### src/rtl/rle_pkg.sv
// ============================================================================
// rle_pkg
// Shared types and constants of the leader-election node.
// ============================================================================
`default_nettype none

package rle_pkg;

    // Default parameter values.
    localparam int TERM_BITS_DEF = 32;
    localparam int ID_BITS_DEF   = 16;

    // Fixed field widths.
    localparam int CMD_BITS      = 3;
    localparam int CFG_IDX_BITS  = 2;
    localparam int CFG_DATA_BITS = 16;
    localparam int NODE_ID_BITS  = 16;
    localparam int CLUSTER_BITS  = 8;
    localparam int TIMEOUT_BITS  = 16;
    localparam int RND_BITS      = 16;
    localparam int ELECT_BITS    = 17;
    localparam int HB_BITS       = 16;
    localparam int VOTE_BITS     = 8;
    localparam int ROLE_BITS     = 2;

    // The timeout remainder is formed one dividend bit per cycle.
    localparam int DIV_STEPS     = RND_BITS;
    localparam int DIV_CNT_BITS  = $clog2(DIV_STEPS);

    // Register reset values.
    localparam logic [NODE_ID_BITS-1:0] NODE_ID_RST  = NODE_ID_BITS'(0);
    localparam logic [CLUSTER_BITS-1:0] CLUSTER_RST  = CLUSTER_BITS'(3);
    localparam logic [TIMEOUT_BITS-1:0] ELECT_TO_RST = TIMEOUT_BITS'(150);
    localparam logic [TIMEOUT_BITS-1:0] HB_TO_RST    = TIMEOUT_BITS'(50);

    typedef enum logic [CMD_BITS-1:0] {
        CMD_TICK     = 3'd0,
        CMD_HB_REQ   = 3'd1,
        CMD_HB_RSP   = 3'd2,
        CMD_VOTE_REQ = 3'd3,
        CMD_VOTE_RSP = 3'd4
    } t_cmd;

    typedef enum logic [ROLE_BITS-1:0] {
        ROLE_FOLLOWER  = 2'd0,
        ROLE_CANDIDATE = 2'd1,
        ROLE_LEADER    = 2'd2
    } t_role;

    typedef enum logic [CFG_IDX_BITS-1:0] {
        CFG_NODE_ID      = 2'd0,
        CFG_CLUSTER_SIZE = 2'd1,
        CFG_ELECT_TO     = 2'd2,
        CFG_HB_TO        = 2'd3
    } t_cfg_idx;

    typedef enum logic [1:0] {
        S_IDLE,
        S_DIVIDE,
        S_COMMIT
    } t_state;

    // Controller to datapath.
    typedef struct packed {
        logic load;
        logic step;
        logic commit;
    } t_dp_cmd;

    // Datapath to controller.
    typedef struct packed {
        logic div_last;
    } t_dp_status;

endpackage

`default_nettype wire

### src/rtl/raft_leader_election_fsm_unit.sv
// ============================================================================
// raft_leader_election_fsm_unit
// Leader-election node: role, term, vote and timers driven by ticks and
// heartbeat and vote messages, one result per transaction.
// ============================================================================
// Usage:
//   Input channel (i_in_valid / o_in_ready) carries one tick or message per
//   transaction. Output channel (o_out_valid / i_out_ready) returns exactly
//   one result per input: reply fields, broadcast flags, role and term.
//   Configuration channel (i_cfg_valid / o_cfg_ready, index and data) writes
//   node id, cluster size, election timeout and heartbeat timeout; it is
//   always ready and must only be used while no transaction is in flight.
//   The random timeout draw runs a 16-step bit-serial remainder unit, one
//   step per cycle, on every transaction, followed by a commit. The input
//   is taken again right after the commit, while the previous result may
//   still wait.
//   Stall: if the output is not taken, the commit waits in place and the
//   input stays not ready until the result register frees up.
//   Reset (synchronous, active low): follower, term 0, no vote, timers 0,
//   configuration at its defaults, no result pending.
// ============================================================================
`default_nettype none

module raft_leader_election_fsm_unit #(
    parameter int TERM_BITS = rle_pkg::TERM_BITS_DEF,
    parameter int ID_BITS   = rle_pkg::ID_BITS_DEF
) (
    input  wire logic                                i_clk,
    input  wire logic                                i_rst_n,
    // Configuration
    input  wire logic                                i_cfg_valid,
    output logic                                     o_cfg_ready,
    input  wire logic [rle_pkg::CFG_IDX_BITS-1:0]    i_cfg_index,
    input  wire logic [rle_pkg::CFG_DATA_BITS-1:0]   i_cfg_data,
    // Input channel
    input  wire logic                                i_in_valid,
    output logic                                     o_in_ready,
    input  wire logic [rle_pkg::CMD_BITS-1:0]        i_cmd,
    input  wire logic [TERM_BITS-1:0]                i_msg_term,
    input  wire logic [ID_BITS-1:0]                  i_candidate_id,
    input  wire logic                                i_granted_in,
    input  wire logic [rle_pkg::RND_BITS-1:0]        i_random_word,
    // Output channel
    output logic                                     o_out_valid,
    input  wire logic                                i_out_ready,
    output logic                                     o_reply_valid,
    output logic [TERM_BITS-1:0]                     o_reply_term,
    output logic                                     o_reply_ok,
    output logic                                     o_send_heartbeat,
    output logic                                     o_send_vote_request,
    output logic [rle_pkg::ROLE_BITS-1:0]            o_role,
    output logic [TERM_BITS-1:0]                     o_term_now
);

    rle_pkg::t_dp_cmd    w_ctl;
    rle_pkg::t_dp_status w_status;
    logic                w_cfg_we;

    assign o_cfg_ready = 1'b1;
    assign w_cfg_we    = i_cfg_valid && o_cfg_ready;

    rle_ctrl u_ctrl (
        .i_clk       (i_clk),
        .i_rst_n     (i_rst_n),
        .i_in_valid  (i_in_valid),
        .o_in_ready  (o_in_ready),
        .o_out_valid (o_out_valid),
        .i_out_ready (i_out_ready),
        .i_status    (w_status),
        .o_cmd       (w_ctl)
    );

    rle_dp #(
        .TERM_BITS (TERM_BITS),
        .ID_BITS   (ID_BITS)
    ) u_dp (
        .i_clk               (i_clk),
        .i_rst_n             (i_rst_n),
        .i_cfg_valid         (w_cfg_we),
        .i_cfg_index         (i_cfg_index),
        .i_cfg_data          (i_cfg_data),
        .i_cmd               (i_cmd),
        .i_msg_term          (i_msg_term),
        .i_candidate_id      (i_candidate_id),
        .i_granted_in        (i_granted_in),
        .i_random_word       (i_random_word),
        .i_ctl               (w_ctl),
        .o_status            (w_status),
        .o_reply_valid       (o_reply_valid),
        .o_reply_term        (o_reply_term),
        .o_reply_ok          (o_reply_ok),
        .o_send_heartbeat    (o_send_heartbeat),
        .o_send_vote_request (o_send_vote_request),
        .o_role              (o_role),
        .o_term_now          (o_term_now)
    );

endmodule

`default_nettype wire

### src/rtl/rle_ctrl.sv
// ============================================================================
// rle_ctrl
// Sequencer: takes a transaction, runs the remainder unit, then commits the
// state update into the output register once that register is free.
// ============================================================================
`default_nettype none

module rle_ctrl (
    input  wire logic                i_clk,
    input  wire logic                i_rst_n,
    input  wire logic                i_in_valid,
    output logic                     o_in_ready,
    output logic                     o_out_valid,
    input  wire logic                i_out_ready,
    input  rle_pkg::t_dp_status      i_status,
    output rle_pkg::t_dp_cmd         o_cmd
);

    rle_pkg::t_state r_state, n_state;
    logic            r_out_valid, n_out_valid;
    logic            w_accept;
    logic            w_slot_free;

    assign w_accept    = i_in_valid && o_in_ready;
    assign w_slot_free = !r_out_valid || i_out_ready;

    always_comb begin
        n_state = r_state;
        unique case (r_state)
            rle_pkg::S_IDLE: begin
                if (i_in_valid) n_state = rle_pkg::S_DIVIDE;
            end
            rle_pkg::S_DIVIDE: begin
                if (i_status.div_last) n_state = rle_pkg::S_COMMIT;
            end
            rle_pkg::S_COMMIT: begin
                if (w_slot_free) n_state = rle_pkg::S_IDLE;
            end
            default: n_state = rle_pkg::S_IDLE;
        endcase
    end

    always_comb begin
        o_in_ready    = 1'b0;
        o_cmd.load    = 1'b0;
        o_cmd.step    = 1'b0;
        o_cmd.commit  = 1'b0;
        unique case (r_state)
            rle_pkg::S_IDLE: begin
                o_in_ready = 1'b1;
                o_cmd.load = i_in_valid;
            end
            rle_pkg::S_DIVIDE: begin
                o_cmd.step = 1'b1;
            end
            rle_pkg::S_COMMIT: begin
                o_cmd.commit = w_slot_free;
            end
            default: begin
                o_in_ready = 1'b0;
            end
        endcase
    end

    always_comb begin
        n_out_valid = r_out_valid;
        if (o_cmd.commit) begin
            n_out_valid = 1'b1;
        end else if (i_out_ready) begin
            n_out_valid = 1'b0;
        end
    end

    always_ff @(posedge i_clk) begin
        if (!i_rst_n) begin
            r_state     <= rle_pkg::S_IDLE;
            r_out_valid <= 1'b0;
        end else begin
            r_state     <= n_state;
            r_out_valid <= n_out_valid;
        end
    end

    assign o_out_valid = r_out_valid;

`ifndef ASSERT_OFF
    // A commit must never overwrite a result that is still waiting.
    a_no_overwrite: assert property (@(posedge i_clk) disable iff (!i_rst_n)
        o_cmd.commit |-> (!r_out_valid || i_out_ready))
        else $error("commit overwrote a pending result");

    // An accepted transaction always starts the remainder unit.
    a_accept_divides: assert property (@(posedge i_clk) disable iff (!i_rst_n)
        w_accept |=> (r_state == rle_pkg::S_DIVIDE))
        else $error("accepted transaction did not start the divider");

    // A commit always leaves a valid result behind.
    a_commit_valid: assert property (@(posedge i_clk) disable iff (!i_rst_n)
        o_cmd.commit |=> r_out_valid)
        else $error("commit did not raise output valid");

    // The divider runs its full length before the commit.
    a_divide_len: assert property (@(posedge i_clk) disable iff (!i_rst_n)
        (r_state == rle_pkg::S_DIVIDE && !i_status.div_last)
            |=> (r_state == rle_pkg::S_DIVIDE))
        else $error("divider left early");
`endif

endmodule

`default_nettype wire

### src/rtl/rle_dp.sv
// ============================================================================
// rle_dp
// Datapath: configuration registers, node state, the bit-serial remainder
// unit for the timeout draw, and the result register.
// ============================================================================
`default_nettype none

module rle_dp #(
    parameter int TERM_BITS = rle_pkg::TERM_BITS_DEF,
    parameter int ID_BITS   = rle_pkg::ID_BITS_DEF
) (
    input  wire logic                                i_clk,
    input  wire logic                                i_rst_n,
    // Configuration writes
    input  wire logic                                i_cfg_valid,
    input  wire logic [rle_pkg::CFG_IDX_BITS-1:0]    i_cfg_index,
    input  wire logic [rle_pkg::CFG_DATA_BITS-1:0]   i_cfg_data,
    // Input item
    input  wire logic [rle_pkg::CMD_BITS-1:0]        i_cmd,
    input  wire logic [TERM_BITS-1:0]                i_msg_term,
    input  wire logic [ID_BITS-1:0]                  i_candidate_id,
    input  wire logic                                i_granted_in,
    input  wire logic [rle_pkg::RND_BITS-1:0]        i_random_word,
    // Sequencer
    input  rle_pkg::t_dp_cmd                         i_ctl,
    output rle_pkg::t_dp_status                      o_status,
    // Result
    output logic                                     o_reply_valid,
    output logic [TERM_BITS-1:0]                     o_reply_term,
    output logic                                     o_reply_ok,
    output logic                                     o_send_heartbeat,
    output logic                                     o_send_vote_request,
    output logic [rle_pkg::ROLE_BITS-1:0]            o_role,
    output logic [TERM_BITS-1:0]                     o_term_now
);

    localparam logic [TERM_BITS-1:0] TermMax = {TERM_BITS{1'b1}};
    localparam logic [rle_pkg::ELECT_BITS-1:0] ElectMax = {rle_pkg::ELECT_BITS{1'b1}};
    localparam logic [rle_pkg::HB_BITS-1:0]    HbMax    = {rle_pkg::HB_BITS{1'b1}};
    localparam logic [rle_pkg::VOTE_BITS-1:0]  VoteMax  = {rle_pkg::VOTE_BITS{1'b1}};
    localparam logic [rle_pkg::DIV_CNT_BITS-1:0] DivLast =
        rle_pkg::DIV_CNT_BITS'(rle_pkg::DIV_STEPS - 1);

    // Configuration
    logic [rle_pkg::NODE_ID_BITS-1:0] r_node_id;
    logic [rle_pkg::CLUSTER_BITS-1:0] r_cluster_size;
    logic [rle_pkg::TIMEOUT_BITS-1:0] r_elect_to;
    logic [rle_pkg::TIMEOUT_BITS-1:0] r_hb_to;

    // Node state
    rle_pkg::t_role                  r_role, n_role;
    logic [TERM_BITS-1:0]            r_term, n_term;
    logic                            r_vote_valid, n_vote_valid;
    logic [ID_BITS-1:0]              r_voted_id, n_voted_id;
    logic [rle_pkg::VOTE_BITS-1:0]   r_votes, n_votes;
    logic [rle_pkg::ELECT_BITS-1:0]  r_elect_ticks, n_elect_ticks;
    logic [rle_pkg::ELECT_BITS-1:0]  r_drawn, n_drawn;
    logic [rle_pkg::HB_BITS-1:0]     r_hb_ticks, n_hb_ticks;

    // Latched item
    logic [rle_pkg::CMD_BITS-1:0]    r_cmd;
    logic [TERM_BITS-1:0]            r_mterm;
    logic [ID_BITS-1:0]              r_cand;
    logic                            r_granted;

    // Remainder unit
    logic [rle_pkg::RND_BITS-1:0]     r_div_sh;
    logic [rle_pkg::TIMEOUT_BITS-1:0] r_div_rem;
    logic [rle_pkg::DIV_CNT_BITS-1:0] r_div_cnt;
    logic [rle_pkg::TIMEOUT_BITS:0]   w_trial;
    logic [rle_pkg::TIMEOUT_BITS-1:0] w_rem_next;

    // Commit results
    logic                            n_rv, n_rok, n_shb, n_svr;
    logic [TERM_BITS-1:0]            n_rterm;
    logic [rle_pkg::TIMEOUT_BITS-1:0] w_extra;
    logic [rle_pkg::ELECT_BITS-1:0]  w_redraw;
    logic [rle_pkg::ELECT_BITS-1:0]  w_elect_inc;
    logic [rle_pkg::HB_BITS-1:0]     w_hb_inc;
    logic [rle_pkg::VOTE_BITS-1:0]   w_votes_inc;
    logic                            w_term_lt, w_term_eq;

    always_ff @(posedge i_clk) begin
        if (!i_rst_n) begin
            r_node_id      <= rle_pkg::NODE_ID_RST;
            r_cluster_size <= rle_pkg::CLUSTER_RST;
            r_elect_to     <= rle_pkg::ELECT_TO_RST;
            r_hb_to        <= rle_pkg::HB_TO_RST;
        end else if (i_cfg_valid) begin
            unique case (rle_pkg::t_cfg_idx'(i_cfg_index))
                rle_pkg::CFG_NODE_ID:      r_node_id      <= i_cfg_data;
                rle_pkg::CFG_CLUSTER_SIZE: r_cluster_size <= i_cfg_data[rle_pkg::CLUSTER_BITS-1:0];
                rle_pkg::CFG_ELECT_TO:     r_elect_to     <= i_cfg_data;
                rle_pkg::CFG_HB_TO:        r_hb_to        <= i_cfg_data;
                default:                   r_node_id      <= r_node_id;
            endcase
        end
    end

    always_ff @(posedge i_clk) begin
        if (i_ctl.load) begin
            r_cmd     <= i_cmd;
            r_mterm   <= i_msg_term;
            r_cand    <= i_candidate_id;
            r_granted <= i_granted_in;
        end
    end

    // Restoring division, one dividend bit per cycle. For a nonzero divisor the
    // partial remainder stays below it, so the trial value fits one extra bit.
    assign w_trial    = {r_div_rem, r_div_sh[rle_pkg::RND_BITS-1]};
    assign w_rem_next = (w_trial >= {1'b0, r_elect_to})
                      ? rle_pkg::TIMEOUT_BITS'(w_trial - {1'b0, r_elect_to})
                      : w_trial[rle_pkg::TIMEOUT_BITS-1:0];

    always_ff @(posedge i_clk) begin
        if (i_ctl.load) begin
            r_div_sh  <= i_random_word;
            r_div_rem <= '0;
            r_div_cnt <= '0;
        end else if (i_ctl.step) begin
            r_div_sh  <= {r_div_sh[rle_pkg::RND_BITS-2:0], 1'b0};
            r_div_rem <= w_rem_next;
            r_div_cnt <= r_div_cnt + 1'b1;
        end
    end

    assign o_status.div_last = (r_div_cnt == DivLast);

    assign w_extra     = (r_elect_to == '0) ? '0 : r_div_rem;
    assign w_redraw    = {1'b0, r_elect_to} + {1'b0, w_extra};
    assign w_elect_inc = (r_elect_ticks != ElectMax) ? r_elect_ticks + 1'b1 : r_elect_ticks;
    assign w_hb_inc    = (r_hb_ticks != HbMax) ? r_hb_ticks + 1'b1 : r_hb_ticks;
    assign w_votes_inc = (r_votes != VoteMax) ? r_votes + 1'b1 : r_votes;
    assign w_term_lt   = (r_term < r_mterm);
    assign w_term_eq   = (r_term == r_mterm);

    always_comb begin
        n_role        = r_role;
        n_term        = r_term;
        n_vote_valid  = r_vote_valid;
        n_voted_id    = r_voted_id;
        n_votes       = r_votes;
        n_elect_ticks = r_elect_ticks;
        n_drawn       = r_drawn;
        n_hb_ticks    = r_hb_ticks;
        n_rv          = 1'b0;
        n_rterm       = '0;
        n_rok         = 1'b0;
        n_shb         = 1'b0;
        n_svr         = 1'b0;
        unique case (r_cmd)
            rle_pkg::CMD_TICK: begin
                if (r_role == rle_pkg::ROLE_LEADER) begin
                    n_hb_ticks = w_hb_inc;
                    if (w_hb_inc >= r_hb_to) begin
                        n_hb_ticks = '0;
                        n_shb      = 1'b1;
                    end
                end else begin
                    n_elect_ticks = w_elect_inc;
                    if (w_elect_inc >= r_drawn) begin
                        if (r_role == rle_pkg::ROLE_FOLLOWER) begin
                            n_term       = (r_term != TermMax) ? r_term + 1'b1 : r_term;
                            n_vote_valid = 1'b1;
                            n_voted_id   = ID_BITS'(r_node_id);
                            n_votes      = rle_pkg::VOTE_BITS'(1);
                            n_role       = rle_pkg::ROLE_CANDIDATE;
                        end
                        n_elect_ticks = '0;
                        n_drawn       = w_redraw;
                        n_svr         = 1'b1;
                    end
                end
            end
            rle_pkg::CMD_HB_REQ: begin
                n_rv    = 1'b1;
                n_rterm = r_term;
                if (w_term_lt || w_term_eq) begin
                    n_rok         = 1'b1;
                    n_term        = r_mterm;
                    n_vote_valid  = 1'b0;
                    n_voted_id    = '0;
                    n_elect_ticks = '0;
                    n_drawn       = w_redraw;
                    n_role        = rle_pkg::ROLE_FOLLOWER;
                end
            end
            rle_pkg::CMD_HB_RSP: begin
                if (w_term_lt) begin
                    n_term        = r_mterm;
                    n_vote_valid  = 1'b0;
                    n_voted_id    = '0;
                    n_elect_ticks = '0;
                    n_drawn       = w_redraw;
                    n_role        = rle_pkg::ROLE_FOLLOWER;
                end
            end
            rle_pkg::CMD_VOTE_REQ: begin
                n_rv    = 1'b1;
                n_rterm = r_term;
                if (w_term_lt) begin
                    n_term        = r_mterm;
                    n_vote_valid  = 1'b1;
                    n_voted_id    = r_cand;
                    n_elect_ticks = '0;
                    n_drawn       = w_redraw;
                    n_role        = rle_pkg::ROLE_FOLLOWER;
                    n_rterm       = r_mterm;
                    n_rok         = 1'b1;
                end else if (w_term_eq && r_role == rle_pkg::ROLE_FOLLOWER
                             && !r_vote_valid) begin
                    n_vote_valid = 1'b1;
                    n_voted_id   = r_cand;
                    n_rok        = 1'b1;
                end
            end
            rle_pkg::CMD_VOTE_RSP: begin
                if (w_term_lt) begin
                    n_term        = r_mterm;
                    n_vote_valid  = 1'b0;
                    n_voted_id    = '0;
                    n_elect_ticks = '0;
                    n_drawn       = w_redraw;
                    n_role        = rle_pkg::ROLE_FOLLOWER;
                end else if (w_term_eq && r_role == rle_pkg::ROLE_CANDIDATE
                             && r_granted) begin
                    n_votes = w_votes_inc;
                    if (w_votes_inc > (r_cluster_size >> 1)) begin
                        n_role     = rle_pkg::ROLE_LEADER;
                        n_hb_ticks = '0;
                        n_shb      = 1'b1;
                    end
                end
            end
            default: begin
                n_rv = 1'b0;
            end
        endcase
    end

    always_ff @(posedge i_clk) begin
        if (!i_rst_n) begin
            r_role        <= rle_pkg::ROLE_FOLLOWER;
            r_term        <= '0;
            r_vote_valid  <= 1'b0;
            r_voted_id    <= '0;
            r_votes       <= '0;
            r_elect_ticks <= '0;
            r_drawn       <= {1'b0, rle_pkg::ELECT_TO_RST};
            r_hb_ticks    <= '0;
        end else if (i_ctl.commit) begin
            r_role        <= n_role;
            r_term        <= n_term;
            r_vote_valid  <= n_vote_valid;
            r_voted_id    <= n_voted_id;
            r_votes       <= n_votes;
            r_elect_ticks <= n_elect_ticks;
            r_drawn       <= n_drawn;
            r_hb_ticks    <= n_hb_ticks;
        end
    end

    always_ff @(posedge i_clk) begin
        if (i_ctl.commit) begin
            o_reply_valid       <= n_rv;
            o_reply_term        <= n_rterm;
            o_reply_ok          <= n_rok;
            o_send_heartbeat    <= n_shb;
            o_send_vote_request <= n_svr;
            o_role              <= n_role;
            o_term_now          <= n_term;
        end
    end

endmodule

`default_nettype wire

### config.mk
export PLATFORM = sky130hd
export DESIGN_NAME = raft_leader_election_fsm_unit
export DESIGN_NICKNAME = d
export VERILOG_FILES = /design/src/rtl/rle_pkg.sv /design/src/rtl/raft_leader_election_fsm_unit.sv /design/src/rtl/rle_ctrl.sv /design/src/rtl/rle_dp.sv
export SDC_FILE = /design/constraint.sdc
export NUM_CORES = 1
export LEC_CHECK = 0
export BUFFER_PORTS_ARGS = -buffer_cell sky130_fd_sc_hd__buf_2
export CORE_UTILIZATION = 30
export CTS_CLUSTER_SIZE = 24
export DETAILED_ROUTE_END_ITERATION = 8
export HOLD_SLACK_MARGIN = 0.15
export SLEW_MARGIN = 20
export SYNTH_ARGS = -nofsm -noshare
export SYNTH_HDL_FRONTEND = slang
export SYNTH_SLANG_ARGS = --single-unit
### constraint.sdc
create_clock -name i_clk -period 6.3 [get_ports i_clk]
set_input_delay 0.315 -clock i_clk [delete_from_list [all_inputs] [get_ports i_clk]]
set_output_delay 0.315 -clock i_clk [all_outputs]
set_load 0.01 [all_outputs]
# Yosys cells after proc, flatten, opt, wreduce, memory -nomap -nowiden
# Index checks and enable logic that the tools add are counted.
# totals
latchBits,0
in_bits,91
mem_bits_rw,0
rom_bits,0
wordCells,176
out_inout_bits,73
n_memories,0
ff_bits,278
# classes
shifts,0
n_lt_le_gt_ge,5
reduce_logical,31
n_div,0
multipliers,0
bitwise_logic,1
n_eq_ne,31
n_addsub,7
muxes,76
# op_table
cell,n
32-bit 2-to-1 mux,6
16-bit 2-to-1 mux,10
17-bit 2-to-1 mux,9
17-bit case mux with 3 select lines,2
32-bit case mux with 3 select lines,1
32-bit case mux with 2 select lines,1
8-bit 2-to-1 mux,6
32-bit by 1-bit adder with 32-bit output (second input constant),1
32-bit == test,1
32-bit < comparator,1
32-bit != test (second input constant),1
16-bit case mux with 2 select lines,1
1-bit 2-to-1 mux,23
2-bit 2-to-1 mux,11
2-bit by 1-bit != test with 1-bit output (second input constant),10
16-bit by 16-bit adder with 17-bit output,1
17-bit by 1-bit adder with 17-bit output (second input constant),1
17-bit by 16-bit greater-or-equal comparator with 1-bit output,1
17-bit greater-or-equal comparator,1
17-bit != test (second input constant),1
16-bit by 1-bit adder with 16-bit output (second input constant),1
16-bit greater-or-equal comparator,1
16-bit zero test,1
16-bit != test (second input constant),1
35 further kinds,58

# Logic depth before layout (Yosys ltp)
# Gate-level depths: netlist of the first run.
# logic_depth
depth_word,7
mapped_depth,19
ltp_nobuf,16

# By module
# A second synthesis of the first run with hierarchy kept.
# hier_totals
cells_unflattened,1831
hier_area_um2,16270.6
# modules_own_cells
module,seq_area_each_um2,instances,cells_each,area_each_um2
rle_dp,6706.4,1,1811,16095.4
rle_ctrl,60.1,1,18,163.9
raft_leader_election_fsm_unit,0.0,1,2,11.3

# Worst setup path after synthesis of the first run
# OpenSTA, ideal clock, no wires.
# synth_path
path_type,flip-flop to flip-flop
start,reg u_dp.r_elect_ticks[6] in the netlist's numbering
end,reg u_dp.r_term[8]
path_stages_with_launch,19
required_ns,6.055
setup_slack_ns,1.785
n_path_buf,3
t_arrival_ns,4.270
period_less_slack_ns,4.515
setup_ns,0.245
path_cell_list,dfxtp_1 > clkbuf_1 > nand4_1 > nor4_1 > a21oi_1 > and3_1 > nor2b_1 > or2_2 > ha_1 > and4_1 > nor3b_1 > o21ai_0 > o2111a_1 > clkbuf_1 > clkbuf_1 > nor3_1 > a211o_1 > a221oi_1 > a21oi_1
# synth_between
elab_chain_cells,6
elab_cells_between_ends,7
cone_classes,1 x add/sub; 1 x order compare; 1 x eq/ne; 4 x mux
# synth_lines
item,line,rtl
"start, declared",rle_dp.sv:56,"logic [rle_pkg::ELECT_BITS-1:0] r_elect_ticks, n_elect_ticks;"
"start signal, assigned",rle_dp.sv:258,r_elect_ticks <= n_elect_ticks;
17-bit by 1-bit adder with 17-bit output or 17-bit != test (tied branches),rle_dp.sv:132,assign w_elect_inc = (r_elect_ticks != ElectMax) ? r_elect_ticks + 1'b1 : r_elect_ticks;
17-bit 2-to-1 mux (*),rle_dp.sv:132,
17-bit greater-or-equal comparator (*),rle_dp.sv:162,if (w_elect_inc >= r_drawn) begin
32-bit 2-to-1 mux (*),rle_dp.sv:162,
32-bit 2-to-1 mux (*),rle_dp.sv:154,if (r_role == rle_pkg::ROLE_LEADER) begin
32-bit case mux with 3 select lines (*),rle_dp.sv:152,unique case (r_cmd)
"end signal, assigned",rle_dp.sv:254,r_term <= n_term;
"end, declared",rle_dp.sv:52,"logic [TERM_BITS-1:0] r_term, n_term;"
# Every way passes the cells marked *; elsewhere a longest branch is shown, timed or not.
# A chain may end at the register's enable or synchronous reset.

# Final worst setup path of the first run
# layout_path
start,reg u_dp.r_elect_ticks[0] in the netlist's numbering
end,reg u_dp.o_term_now[6] (data pin)
# layout_between
elab_chain_cells,6
elab_cells_between_ends,7
cone_classes,1 x add/sub; 1 x order compare; 1 x eq/ne; 4 x mux
# layout_lines
item,line,rtl
17-bit by 1-bit adder with 17-bit output or 17-bit != test (tied branches),rle_dp.sv:132,
17-bit 2-to-1 mux (*),rle_dp.sv:132,
17-bit greater-or-equal comparator (*),rle_dp.sv:162,
32-bit 2-to-1 mux (*),rle_dp.sv:162,
32-bit 2-to-1 mux (*),rle_dp.sv:154,
32-bit case mux with 3 select lines (*),rle_dp.sv:152,
named net u_dp.n_term[6],rle_dp.sv:52,
"end signal, assigned",rle_dp.sv:272,o_term_now <= n_term;
"end, declared",rle_dp.sv:34,output logic [TERM_BITS-1:0] o_term_now
# Mark *: on every way through the listed nets, which the timed path passes. The rest lies on a longest branch.

==> summary.md, run 1 <==
| Metric | Value |
|---|---|
| Max_cap viols | `0` |
| Final GP Congestion | `0.952` |
| CP required | `6.67 ns` |
| I/O Buffers | `146` |
| Worst vdd ir | `0.000240 V` |
| Commonest non-fill, non-tap cell in the layout | `nand2_1` |
| Total CTS buffers | `35` |
| Placed cells | `2589` |
| WS Path Type | `register to register` |
| Period Utilization, post-route | `0.837` |
| Yosys Warn Count | `0` |
| Vias/cell | `5.29` |
| Clock root buffer | `clkbuf_16` |
| Clock Path Buffers | `3` |
| Max Transition Viols Final | `0` |
| Cell Pwr Density | `262 nW/µm²` |
| Global route overflow | `0` |
| Row cnt | `85` |
| Sequential share of the synthesized area | `0.415` |
| Final period demand of the worst path | `5.27 ns` |
| Initial Util | `0.303` |
| Post-CTS setup buffer count | `0` |
| Top FF cell, synth | `dfxtp_1` |
| RSZ-0062 raised after global routing | `false` |
| CTS tree | `yes` |
| Clock Latency Late Sink | `0.55 ns` |
| Cts repair resizes | `0` |
| WP data arrival | `5.64 ns` |
| Slew HR | `0.246` |
| Drt pass-1 iters | `5` |
| Yosys cell types | `80` |
| Largest net degree at the start of global routing | `66` |
| Ant diodes | `0` |
| Post-Syn Area | `16300 µm²` |
| Fraction of registers with async set/reset | `0` |
| CP max FO | `21` |
| Worst hold path class | `input port to register` |
| CTS HTree Levels | `2` |
| Share of cells above drive strength 1 | `0.137` |
| Final hold violation count | `0` |
| Nets@finish | `2202` |
| Post-synth EDFFs | `122` |
| Total number of vias | `14.4k` |
| Hold bufs inserted after CTS | `70` |
| Simple-gate portion of the synthesized area | `0.199` |
| Post-Synth Adder-Cell Area | `0.0861` |
| Dpl hpwl | `34700 µm` |
| Non-filler instance count after layout | `2722` |
| Compound-Gate Fraction of Synth Area | `0.186` |
| Worst slew pin tran | `1.12 ns` |
| DRT Wirelength | `48900 µm` |
| Die Y | `235 µm` |
| Largest family of logic cells by synthesized area | `simple AND/OR/NAND/NOR gates` |
| Width of the die | `235 µm` |
| DRT antenna net count | `0` |
| DRC errors left | `0` |
| Synthesized area per cell | `8.96 µm²` |
| Vias in the first global route | `14.0k` |
| Synth Area in XOR/XNOR | `0.0285` |
| Crit end category | `register` |
| Die area | `55300 µm²` |
| Final setup viols | `0` |
| CP Launch Type | `register` |
| Starting DRC count in detailed routing | `1153` |
| Num Clock Sinks | `277` |
| Post-Route Skew | `0.0206 ns` |
| Reg clk slew, reported paths | `0.06 ns` |
| Synth Register Bits | `277` |
| IO Count | `164` |
| Final TNS setup | `0 ns` |
| Fin worst setup slack | `1.03 ns` |
| Area growth, synth to finish | `20.3%` |
| Routed WL per cell | `18.0 µm` |
| Antenna violations before repair | `0` |
| Gate Count Post-Synth | `1821` |
| Core ar. | `53800 µm²` |
| Mux cell area share after synthesis | `0.0342` |
| Total GRT Usage | `0.173` |
| WHS | `0.245 ns` |
| Static Leak | `0.00793 µW` |
| First-pass GRT wire length | `77200 µm` |
| Outcome | `complete, no violations` |
| Most frequent cells in the layout | `nand2_1, dfxtp_1, buf_2` |
| Place WS | `1.24 ns` |
| FMAX | `190 MHz` |
| Syn_nets | `2023` |
cell usage after synthesis (all sizes together), types with 15 or more instances:
master / count / area [µm²]
xnor2: 38 / 333
o21ai: 83 / 415
nand3: 68 / 340
mux2: 22 / 248
edfxtp: 122 / 3660
clkbuf: 76 / 287
a22o: 35 / 307
dfxtp: 155 / 3100
buf: 23 / 106
and3: 23 / 144
a21oi: 114 / 571
nor4: 28 / 188
and2: 29 / 181
mux2i: 31 / 310
nor2: 125 / 469
a21o: 22 / 165
nor3: 43 / 215
inv: 121 / 454
ha: 109 / 1360
xor2: 15 / 131
nand4: 52 / 332
o211ai: 19 / 148
nand2: 214 / 803
a211oi: 19 / 143
sequential cells by signal, indices dropped and copies added, names as in the netlist, 8 cells and up:
signal              cells
u_dp.o_reply_term      32
u_dp.o_term_now        32
u_dp.r_div_rem         16
u_dp.r_div_sh          16
u_dp.r_drawn           17
u_dp.r_elect_ticks     17
u_dp.r_elect_to        16
u_dp.r_hb_ticks        16
u_dp.r_hb_to           16
u_dp.r_mterm           32
u_dp.r_term            32
u_dp.r_votes            8
report_power, final:
part / total (µW) / switching (µW) / leakage, µW / internal, µW
registers: 2050 / 86.1 / 0.00240 / 1970
clock network: 2040 / 778 / 0.000568 / 1260
logic: 1050 / 566 / 0.00496 / 489
total: 5150 / 1430 / 0.00793 / 3720
routing by layer:
metal | wire (µm) | part of all wire | global-route usage | vias up
met5 | 0 | 0 | 0 | -
met1 | 21500 | 0.44 | 0.220 | 6853
met4 | 1240 | 0.025 | 0.0578 | 0
li1 | - | - | - | 7034
met3 | 2700 | 0.055 | 0.0292 | 82
met2 | 23400 | 0.48 | 0.298 | 437
cells by family (layout without fill, tap and decap cells):
| family | after synthesis | after routing |
|---|---|---|
| AND/OR/NAND/NOR | 661 | 661 |
| AO/OA/AOI/OAI | 445 | 445 |
| flip-flops | 277 | 277 |
| buffers and inverters | 220 | 425 |
| adder cells (fa/ha/maj) | 111 | 111 |
| XOR/XNOR | 53 | 53 |
| multiplexers | 53 | 53 |
| other | 1 | 1 |
critical path: stages, from the launching register on:
cell      delay [ns]
dfxtp_1         0.37
ha_1            0.31
nand4_1         0.13
nor4_1          0.05
buf_4           0.15
a211oi_1        0.59
nor2b_1         0.34
nand4_1         0.15
xnor2_1         0.18
ha_1            0.31
nand4_1         0.10
nor3_1          0.28
nand2_1         0.11
o2111a_1        0.61
nor3_1          0.79
a221o_1         0.33
nor3_1          0.06
a22oi_1         0.23
layout make-up:
| cell class | count | area (µm²) |
|---|---|---|
| Timing Repair Buffer | 241 | 1620 |
| Clock inverter | 13 | 161 |
| Clock buffer | 50 | 995 |
| Inverter | 121 | 455 |
| Multi-Input combinational cell | 1324 | 8750 |
| Fill cell | 5514 | 34200 |
| Sequential cell | 277 | 6770 |
| Tap cell | 696 | 871 |
worst paths after layout:
check,startpoint,endpoint,slack (ns),cells past startpoint
max reg2reg,u_dp.r_elect_ticks[0],u_dp.o_term_now[6],1.03,17
min,i_cfg_index[0],u_dp.r_elect_to[6],0.24,4
min reg2reg,u_dp.r_hb_to[15],u_dp.r_hb_to[15],0.46,2
max,u_dp.r_elect_ticks[0],u_dp.o_term_now[6],1.03,17
per-stage QoR:
step	utilization	total power, µW	cell area, µm²
3_5_place_dp	0.330	3110	17700
2_1_floorplan	-	2850	16300
3_3_place_gp	0.330	3090	17700
5_1_grt	0.364	5420	19600
6_report	0.364	5150	19600
4_1_cts	0.364	5210	19600
Power figures use the tool's default switching activity.
==> run 2, diff against run 1 <==
==> constraint.sdc (replaced) <==
create_clock -name i_clk -period 4.7 [get_ports i_clk]
set_input_delay 0.235 -clock i_clk [delete_from_list [all_inputs] [get_ports i_clk]]
set_output_delay 0.235 -clock i_clk [all_outputs]
set_load 0.01 [all_outputs]
==> run 2 against run 1 <==
  * Register-to-register slack worse by 0.68 ns
  * Global-route usage rose by 0.43 points
  * Utilization up 0.45 points
  * Critical path depth increased by 1
  * Non-clock buffer count rose by 26
  * Sequential power rose by 35%
  * First-iteration DRC count is 12% lower
  * Combinational power rose by 36%
  * Critical path type unchanged
  * Via count is 1.7% higher
  * Highest routed layer unchanged
  * Critical endpoint is now u_dp.o_term_now[20]
  * Worst setup slack lost 0.68 ns
  * Clock power is 35% higher
==> summary.md, run 2 (same netlist as run 1, synthesis figures left out) <==
| Metric | Value |
|---|---|
| Outcome | `complete, no violations (unchanged)` |
| Static Leak | `0.00807 µW (was 0.00793 µW)` |
| Worst slew pin tran | `1.08 ns (was 1.12 ns)` |
| Vias in the first global route | `14.0k (about the same)` |
| CTS HTree Levels | `2 (unchanged)` |
| Sequential share of power | `0.397 (was 0.399)` |
| Vias/cell | `5.33 (was 5.29)` |
| Clock network power share | `0.396 (about the same)` |
| Total power | `6940 µW (was 5150 µW)` |
| DRT Wirelength | `49900 µm (was 48900 µm)` |
| DRC errors left | `0 (unchanged)` |
| Commonest non-fill, non-tap cell in the layout | `nand2_1 (unchanged)` |
| Worst hold path class | `input port to register (unchanged)` |
| Nets@finish | `2228 (was 2202)` |
| Total CTS buffers | `35 (unchanged)` |
| Initial Util | `0.303 (unchanged)` |
| Routed WL per cell | `18.2 µm (was 18.0 µm)` |
| Core ar. | `53800 µm² (unchanged)` |
| Internal | `4970 µW (was 3720 µW)` |
| CP required | `4.97 ns (was 6.67 ns)` |
| Footprint of the multi-input gates | `8780 µm² (was 8750 µm²)` |
| Placed cells | `2615 (was 2589)` |
| Slowest library cell on the worst path | `dfxtp_1 (was nor3_1)` |
| Starting DRC count in detailed routing | `1015 (was 1153)` |
| Antenna violations before repair | `0 (unchanged)` |
| Ant diodes | `0 (unchanged)` |
| Dpl hpwl | `35400 µm (was 34700 µm)` |
| Fillers | `5488 (was 5514)` |
| IO Count | `164 (unchanged)` |
| Reg clk slew, reported paths | `0.06 ns (about the same)` |
| Largest net degree at the start of global routing | `57 (was 66)` |
| CTS tree | `yes (unchanged)` |
| Worst vdd ir | `0.000375 V (was 0.000240 V)` |
| Max_cap viols | `0 (unchanged)` |
| Row cnt | `85 (unchanged)` |
| Logic pwr share | `0.207 (was 0.205)` |
| I/O Buffers | `146 (unchanged)` |
| Share of cells above drive strength 1 | `0.152 (was 0.137)` |
| Clock Path Buffers | `3 (unchanged)` |
| DRT antenna net count | `0 (unchanged)` |
| Period Utilization, post-route | `0.925 (was 0.837)` |
| Post-Route Skew | `0.0281 ns (was 0.0206 ns)` |
| WP data arrival | `4.62 ns (was 5.64 ns)` |
| Most frequent cells in the layout | `nand2_1, dfxtp_1, buf_2 (unchanged)` |
| Total GRT Usage | `0.178 (was 0.173)` |
| FF/Latch Area | `6770 µm² (unchanged)` |
| Crit end category | `register (unchanged)` |
| Final GP Congestion | `0.930 (was 0.952)` |
| CP max FO | `14 (was 21)` |
| Final TNS setup | `0 ns (unchanged)` |
| WS Path Type | `register to register (unchanged)` |
| Sw Ratio | `0.283 (was 0.278)` |
| Total number of vias | `14.7k (was 14.4k)` |
| Slew HR | `0.274 (was 0.246)` |
| FMAX | `230 MHz (was 190 MHz)` |
| CP Launch Type | `register (unchanged)` |
| Final period demand of the worst path | `4.35 ns (was 5.27 ns)` |
| Clock Latency Late Sink | `0.55 ns (about the same)` |
| Fin worst setup slack | `0.351 ns (was 1.03 ns)` |
| Die area | `55300 µm² (unchanged)` |
| Width of the die | `235 µm (unchanged)` |
| Num Clock Sinks | `277 (unchanged)` |
| Final hold violation count | `0 (unchanged)` |
| Drt pass-1 iters | `6 (was 5)` |
| Place WS | `0.110 ns (was 1.24 ns)` |
| CP Cell Sequence | `ha_1 -> nand4_1 -> nor4_2 -> a21oi_2 -> buf_4 -> nand3_1 -> or2_2 -> xnor2_1 -> ha_1 -> nand4_1 -> nor3_2 -> nand2_1 -> o2111a_1 -> buf_4 -> nor4_1 -> o21ai_0 -> a221oi_1 -> a21oi_1 (was ha_1 -> nand4_1 -> nor4_1 -> buf_4 -> a211oi_1 -> nor2b_1 -> nand4_1 -> xnor2_1 -> ha_1 -> nand4_1 -> nor3_1 -> nand2_1 -> o2111a_1 -> nor3_1 -> a221o_1 -> nor3_1 -> a22oi_1)` |
| Die Y | `235 µm (unchanged)` |
| Global route overflow | `0 (unchanged)` |
| Crit-path max cell delay | `0.42 ns (was 0.79 ns)` |
| Max Transition Viols Final | `0 (unchanged)` |
| Non-filler instance count after layout | `2748 (was 2722)` |
| Area growth, synth to finish | `21.8% (was 20.3%)` |
| Clock root buffer | `clkbuf_16 (unchanged)` |
| First-pass GRT wire length | `78600 µm (was 77200 µm)` |
| Switching power | `1970 µW (was 1430 µW)` |
| Cell Pwr Density | `350 nW/µm² (was 262 nW/µm²)` |
| Final setup viols | `0 (unchanged)` |
## run 2: per-layer routing
metal / track usage / part of all wire
met1: 0.233 / 0.45
met5: 0 / 0
met3: 0.0253 / 0.051
met4: 0.0666 / 0.030
met2: 0.296 / 0.47
## run 2: power by group through the flow
stage / clock (µW) / sequential, µW / combinational [µW]
global route: 2910 / 2770 / 1620
detailed placement: 0 / 2800 / 1370
global placement: 0 / 2800 / 1340
CTS: 2820 / 2750 / 1430
floorplan: 0 / 2750 / 1080
finish: 2750 / 2760 / 1430
## run 2: worst paths after layout
check | cells past startpoint | slack, ns | end | start
worst min-delay path | 4 | 0.16 | u_dp.r_elect_to[3] | i_cfg_index[0]
worst max-delay path | 18 | 0.35 | u_dp.o_term_now[20] | u_dp.r_elect_ticks[0]
worst min register to register | 2 | 0.46 | u_dp.r_hb_to[0] | u_dp.r_hb_to[0]
worst max register to register | 18 | 0.35 | u_dp.o_term_now[20] | u_dp.r_elect_ticks[0]
## run 2: area by class of cell
cell class	count	share of cell area
Multi-Input combinational cell	1324	0.442
Sequential cell	277	0.341
Timing Repair Buffer	267	0.0920
Clock buffer	46	0.0488
Tap cell	696	0.0439
Inverter	121	0.0229
Clock inverter	17	0.00952
## run 2: timing repair
item                                   4_1_cts  5_1_grt
endpoints found under the hold margin       94        0
gates resized for setup                      0        8
setup buffers                                0        0
hold buffers                                70        0
setup endpoints to repair                    0       56
## run 2: worst max-delay path, delay by kind of cell, from the launching register on
family / cells / cell delay [ns]
xor gates and xnor gates: 1 / 0.07
adders and majority gates: 2 / 0.52
buffers and inverters: 2 / 0.38
DFF: 1 / 0.42
AOI/OAI and AO/OA: 5 / 1.05
and+or+nand+nor: 8 / 1.62
## run 2: stage by stage
stage                util  hold WS [ns]  area, µm²
floorplan               -         0.334      16300
global placement    0.334         0.414      18000
detailed placement  0.334         0.413      18000
CTS                 0.368         0.261      19800
global route        0.369         0.193      19900
finish              0.369         0.164      19900
==> run 3, diff against run 2 <==
--- a/config.mk
+++ b/config.mk
@@ -10,6 +10,7 @@
 export CTS_CLUSTER_SIZE = 24
 export DETAILED_ROUTE_END_ITERATION = 8
 export HOLD_SLACK_MARGIN = 0.15
+export SKIP_CTS_REPAIR_TIMING = 1
 export SLEW_MARGIN = 20
 export SYNTH_ARGS = -nofsm -noshare
 export SYNTH_HDL_FRONTEND = slang
==> constraint.sdc (replaced) <==
create_clock -name i_clk -period 4 [get_ports i_clk]
set_input_delay 0.2 -clock i_clk [delete_from_list [all_inputs] [get_ports i_clk]]
set_output_delay 0.2 -clock i_clk [all_outputs]
set_load 0.01 [all_outputs]
==> run 3 against run 2 <==
  * Clock power grew 27%
  * Routed wire length is 3.0% higher
  * Non-clock buffer count is 109 higher
  * Maximum frequency increased by 12%
  * Utilization is 2.7 points higher
  * Worst setup slack worse by 0.24 ns
  * Die area did not move
  * Critical path depth shrank 1
  * Total power grew 21%
  * Clock skew increased by 0.017 ns
  * Sequential share of layout area down 2.3 points
==> summary.md, run 3 (same netlist as run 1, synthesis figures left out) <==
| Metric | Value |
|---|---|
| Row cnt | `85 (unchanged)` |
| Slew HR | `0.297 (was 0.274)` |
| CTS tree | `yes (unchanged)` |
| Max Transition Viols Final | `0 (unchanged)` |
| Final setup viols | `0 (unchanged)` |
| RR Endpoint | `u_dp.r_term[6] (was u_dp.o_term_now[20])` |
| Period Utilization, post-route | `0.973 (was 0.925)` |
| Share of cells above drive strength 1 | `0.223 (was 0.152)` |
| CP Cell Sequence | `nand4_1 -> nor4_4 -> a21oi_2 -> and3_4 -> buf_6 -> nand3_4 -> xnor2_2 -> ha_1 -> and4_1 -> nor3b_2 -> o21ai_2 -> o2111a_2 -> buf_6 -> nor3_4 -> a221o_1 -> nor4_2 -> o32ai_1 (was ha_1 -> nand4_1 -> nor4_2 -> a21oi_2 -> buf_4 -> nand3_1 -> or2_2 -> xnor2_1 -> ha_1 -> nand4_1 -> nor3_2 -> nand2_1 -> o2111a_1 -> buf_4 -> nor4_1 -> o21ai_0 -> a221oi_1 -> a21oi_1)` |
| Footprint of the multi-input gates | `9170 µm² (was 8780 µm²)` |
| Dpl hpwl | `37200 µm (was 35400 µm)` |
| Vias in the first global route | `14.4k (was 14.0k)` |
| Total number of vias | `15.1k (was 14.7k)` |
| Width of the die | `235 µm (unchanged)` |
| WP data arrival | `4.31 ns (was 4.62 ns)` |
| Non-filler instance count after layout | `2855 (was 2748)` |
| Critical Path Most Common Cell | `buf_6` |
| Area growth, synth to finish | `30.6% (was 21.8%)` |
| FF/Latch Area | `6770 µm² (about the same)` |
| Cell count along the critical path | `17 (was 18)` |
| Antenna violations before repair | `1 (was 0)` |
| Global route overflow | `0 (unchanged)` |
| Clock Latency Late Sink | `0.56 ns (was 0.55 ns)` |
| Worst slew pin tran | `1.05 ns (was 1.08 ns)` |
| I/O Buffers | `146 (unchanged)` |
| Critical R2R Launch | `u_dp.r_elect_ticks[3] (was u_dp.r_elect_ticks[0])` |
| Vias/cell | `5.29 (was 5.33)` |
| Final period demand of the worst path | `3.89 ns (was 4.35 ns)` |
| Clock Path Buffers | `3 (unchanged)` |
| Total CTS buffers | `34 (was 35)` |
| WS Path Type | `register to register (unchanged)` |
| Max_cap viols | `0 (unchanged)` |
| Post-DP Area | `18700 µm² (was 18000 µm²)` |
| CP Launch Type | `register (unchanged)` |
| Slowest library cell on the worst path | `a221o_1 (was dfxtp_1)` |
| Starting DRC count in detailed routing | `1045 (was 1015)` |
| Final Instance Area | `21300 µm² (was 19900 µm²)` |
| Total GRT Usage | `0.179 (was 0.178)` |
| CTS HTree Levels | `2 (unchanged)` |
| CP delay by family, top | `simple AND/OR/NAND/NOR gates (unchanged)` |
| WHS | `0.141 ns (was 0.164 ns)` |
| Commonest non-fill, non-tap cell in the layout | `nand2_1 (unchanged)` |
| Drt pass-1 iters | `5 (was 6)` |
| Fillers | `5372 (was 5488)` |
| Routed WL per cell | `18.0 µm (was 18.2 µm)` |
| R2R Setup Slk | `0.11 ns (was 0.35 ns)` |
| Worst setup path startpoint | `u_dp.r_elect_ticks[3] (was u_dp.r_elect_ticks[0])` |
| Total power | `8430 µW (was 6940 µW)` |
| Outcome | `complete, no violations (unchanged)` |
| Num Clock Sinks | `277 (unchanged)` |
| Ant diodes | `0 (unchanged)` |
| Critical path destination | `u_dp.r_term[6] (was u_dp.o_term_now[20])` |
| Most frequent cells in the layout | `nand2_1, dfxtp_1, buf_2 (unchanged)` |
| Core ar. | `53800 µm² (unchanged)` |
| CP required | `4.42 ns (was 4.97 ns)` |
| Nets@finish | `2336 (was 2228)` |
| DRT antenna net count | `0 (unchanged)` |
| Cell Pwr Density | `396 nW/µm² (was 350 nW/µm²)` |
| CP max FO | `4 (was 14)` |
| Worst vdd ir | `0.000304 V (was 0.000375 V)` |
| Final hold violation count | `0 (unchanged)` |
| Die area | `55300 µm² (unchanged)` |
| RSZ-0062 raised after global routing | `true` |
| Clock root buffer | `clkbuf_16 (unchanged)` |
| Post-Route Skew | `0.0451 ns (was 0.0281 ns)` |
| IO Count | `164 (unchanged)` |
| Reg clk slew, reported paths | `0.07 ns (was 0.06 ns)` |
| DRC errors left | `0 (unchanged)` |
| Die Y | `235 µm (unchanged)` |
| Initial Util | `0.303 (unchanged)` |
| Crit end category | `register (unchanged)` |
| Static Leak | `0.00880 µW (was 0.00807 µW)` |
| FMAX | `257 MHz (was 230 MHz)` |
| Final GP Congestion | `0.942 (was 0.930)` |
| Worst hold path class | `input port to register (unchanged)` |
| Largest net degree at the start of global routing | `57 (unchanged)` |
| WP buf/inv | `2 (unchanged)` |
| First-pass GRT wire length | `79500 µm (was 78600 µm)` |
| Crit-path max cell delay | `0.40 ns (was 0.42 ns)` |
| Placed cells | `2706 (was 2615)` |
| DRT Wirelength | `51400 µm (was 49900 µm)` |
| FF-to-FF path depth | `17 (was 18)` |
==> run 3: changes by cell type in the layout (fill, tap and decap cells not counted), sizes merged <==
cell      before  now
buf          197  304
clkinv        12    7
bufinv         4    8
clkinvlp       1    2
==> run 3: metal layers <==
metal  share of wire  global-route usage  vias up
li1                -                   -     7314
met1            0.44               0.231     7217
met2            0.47               0.299      457
met3           0.045              0.0249      112
met4           0.039              0.0762        0
met5               0                   0        -
==> run 3: area by class of cell <==
type | count | share of cell area
multi-input combinational | 1324 | 0.431
sequential | 277 | 0.318
timing repair buffer | 376 | 0.130
clock buffer | 44 | 0.0451
tap | 696 | 0.0409
inverter | 121 | 0.0214
clock inverter | 17 | 0.0139
==> run 3: how the worst min path moves through the flow <==
stage	from	to	slack, ns	cells past startpoint
floorplan	i_cmd[0]	u_dp.r_cmd[0]	0.30	0
global placement	i_msg_term[27]	u_dp.r_mterm[27]	0.38	1
detailed placement	i_msg_term[19]	u_dp.r_mterm[19]	0.38	1
CTS	i_msg_term[3]	u_dp.r_mterm[3]	-0.20	1
global route	i_cfg_index[0]	u_dp.r_elect_to[3]	0.18	4
finish	i_cfg_index[0]	u_dp.r_elect_to[5]	0.14	4
==> run 3: stage by stage <==
stage | util | TNS (ns) | setup WS, ns
after floorplan | - | 0 | 0.00987
after global placement | 0.348 | -0.667 | -0.0929
after detailed placement | 0.348 | -3.96 | -0.200
after CTS | 0.371 | -5.11 | -0.211
after global routing | 0.396 | -1.93 | -0.124
final | 0.396 | 0 | 0.106
==> run 3: power breakdown <==
group	total (µW)	switching (µW)	internal, µW
Combinational	1730	935	795
Sequential	3230	127	3100
Clock	3480	1260	2210
==> run 3: worst min-delay path: stages <==
cell and delay [ns]:
buf_2 0.12, nor2_2 0.15, nand2_1 0.10, a21oi_1 0.05
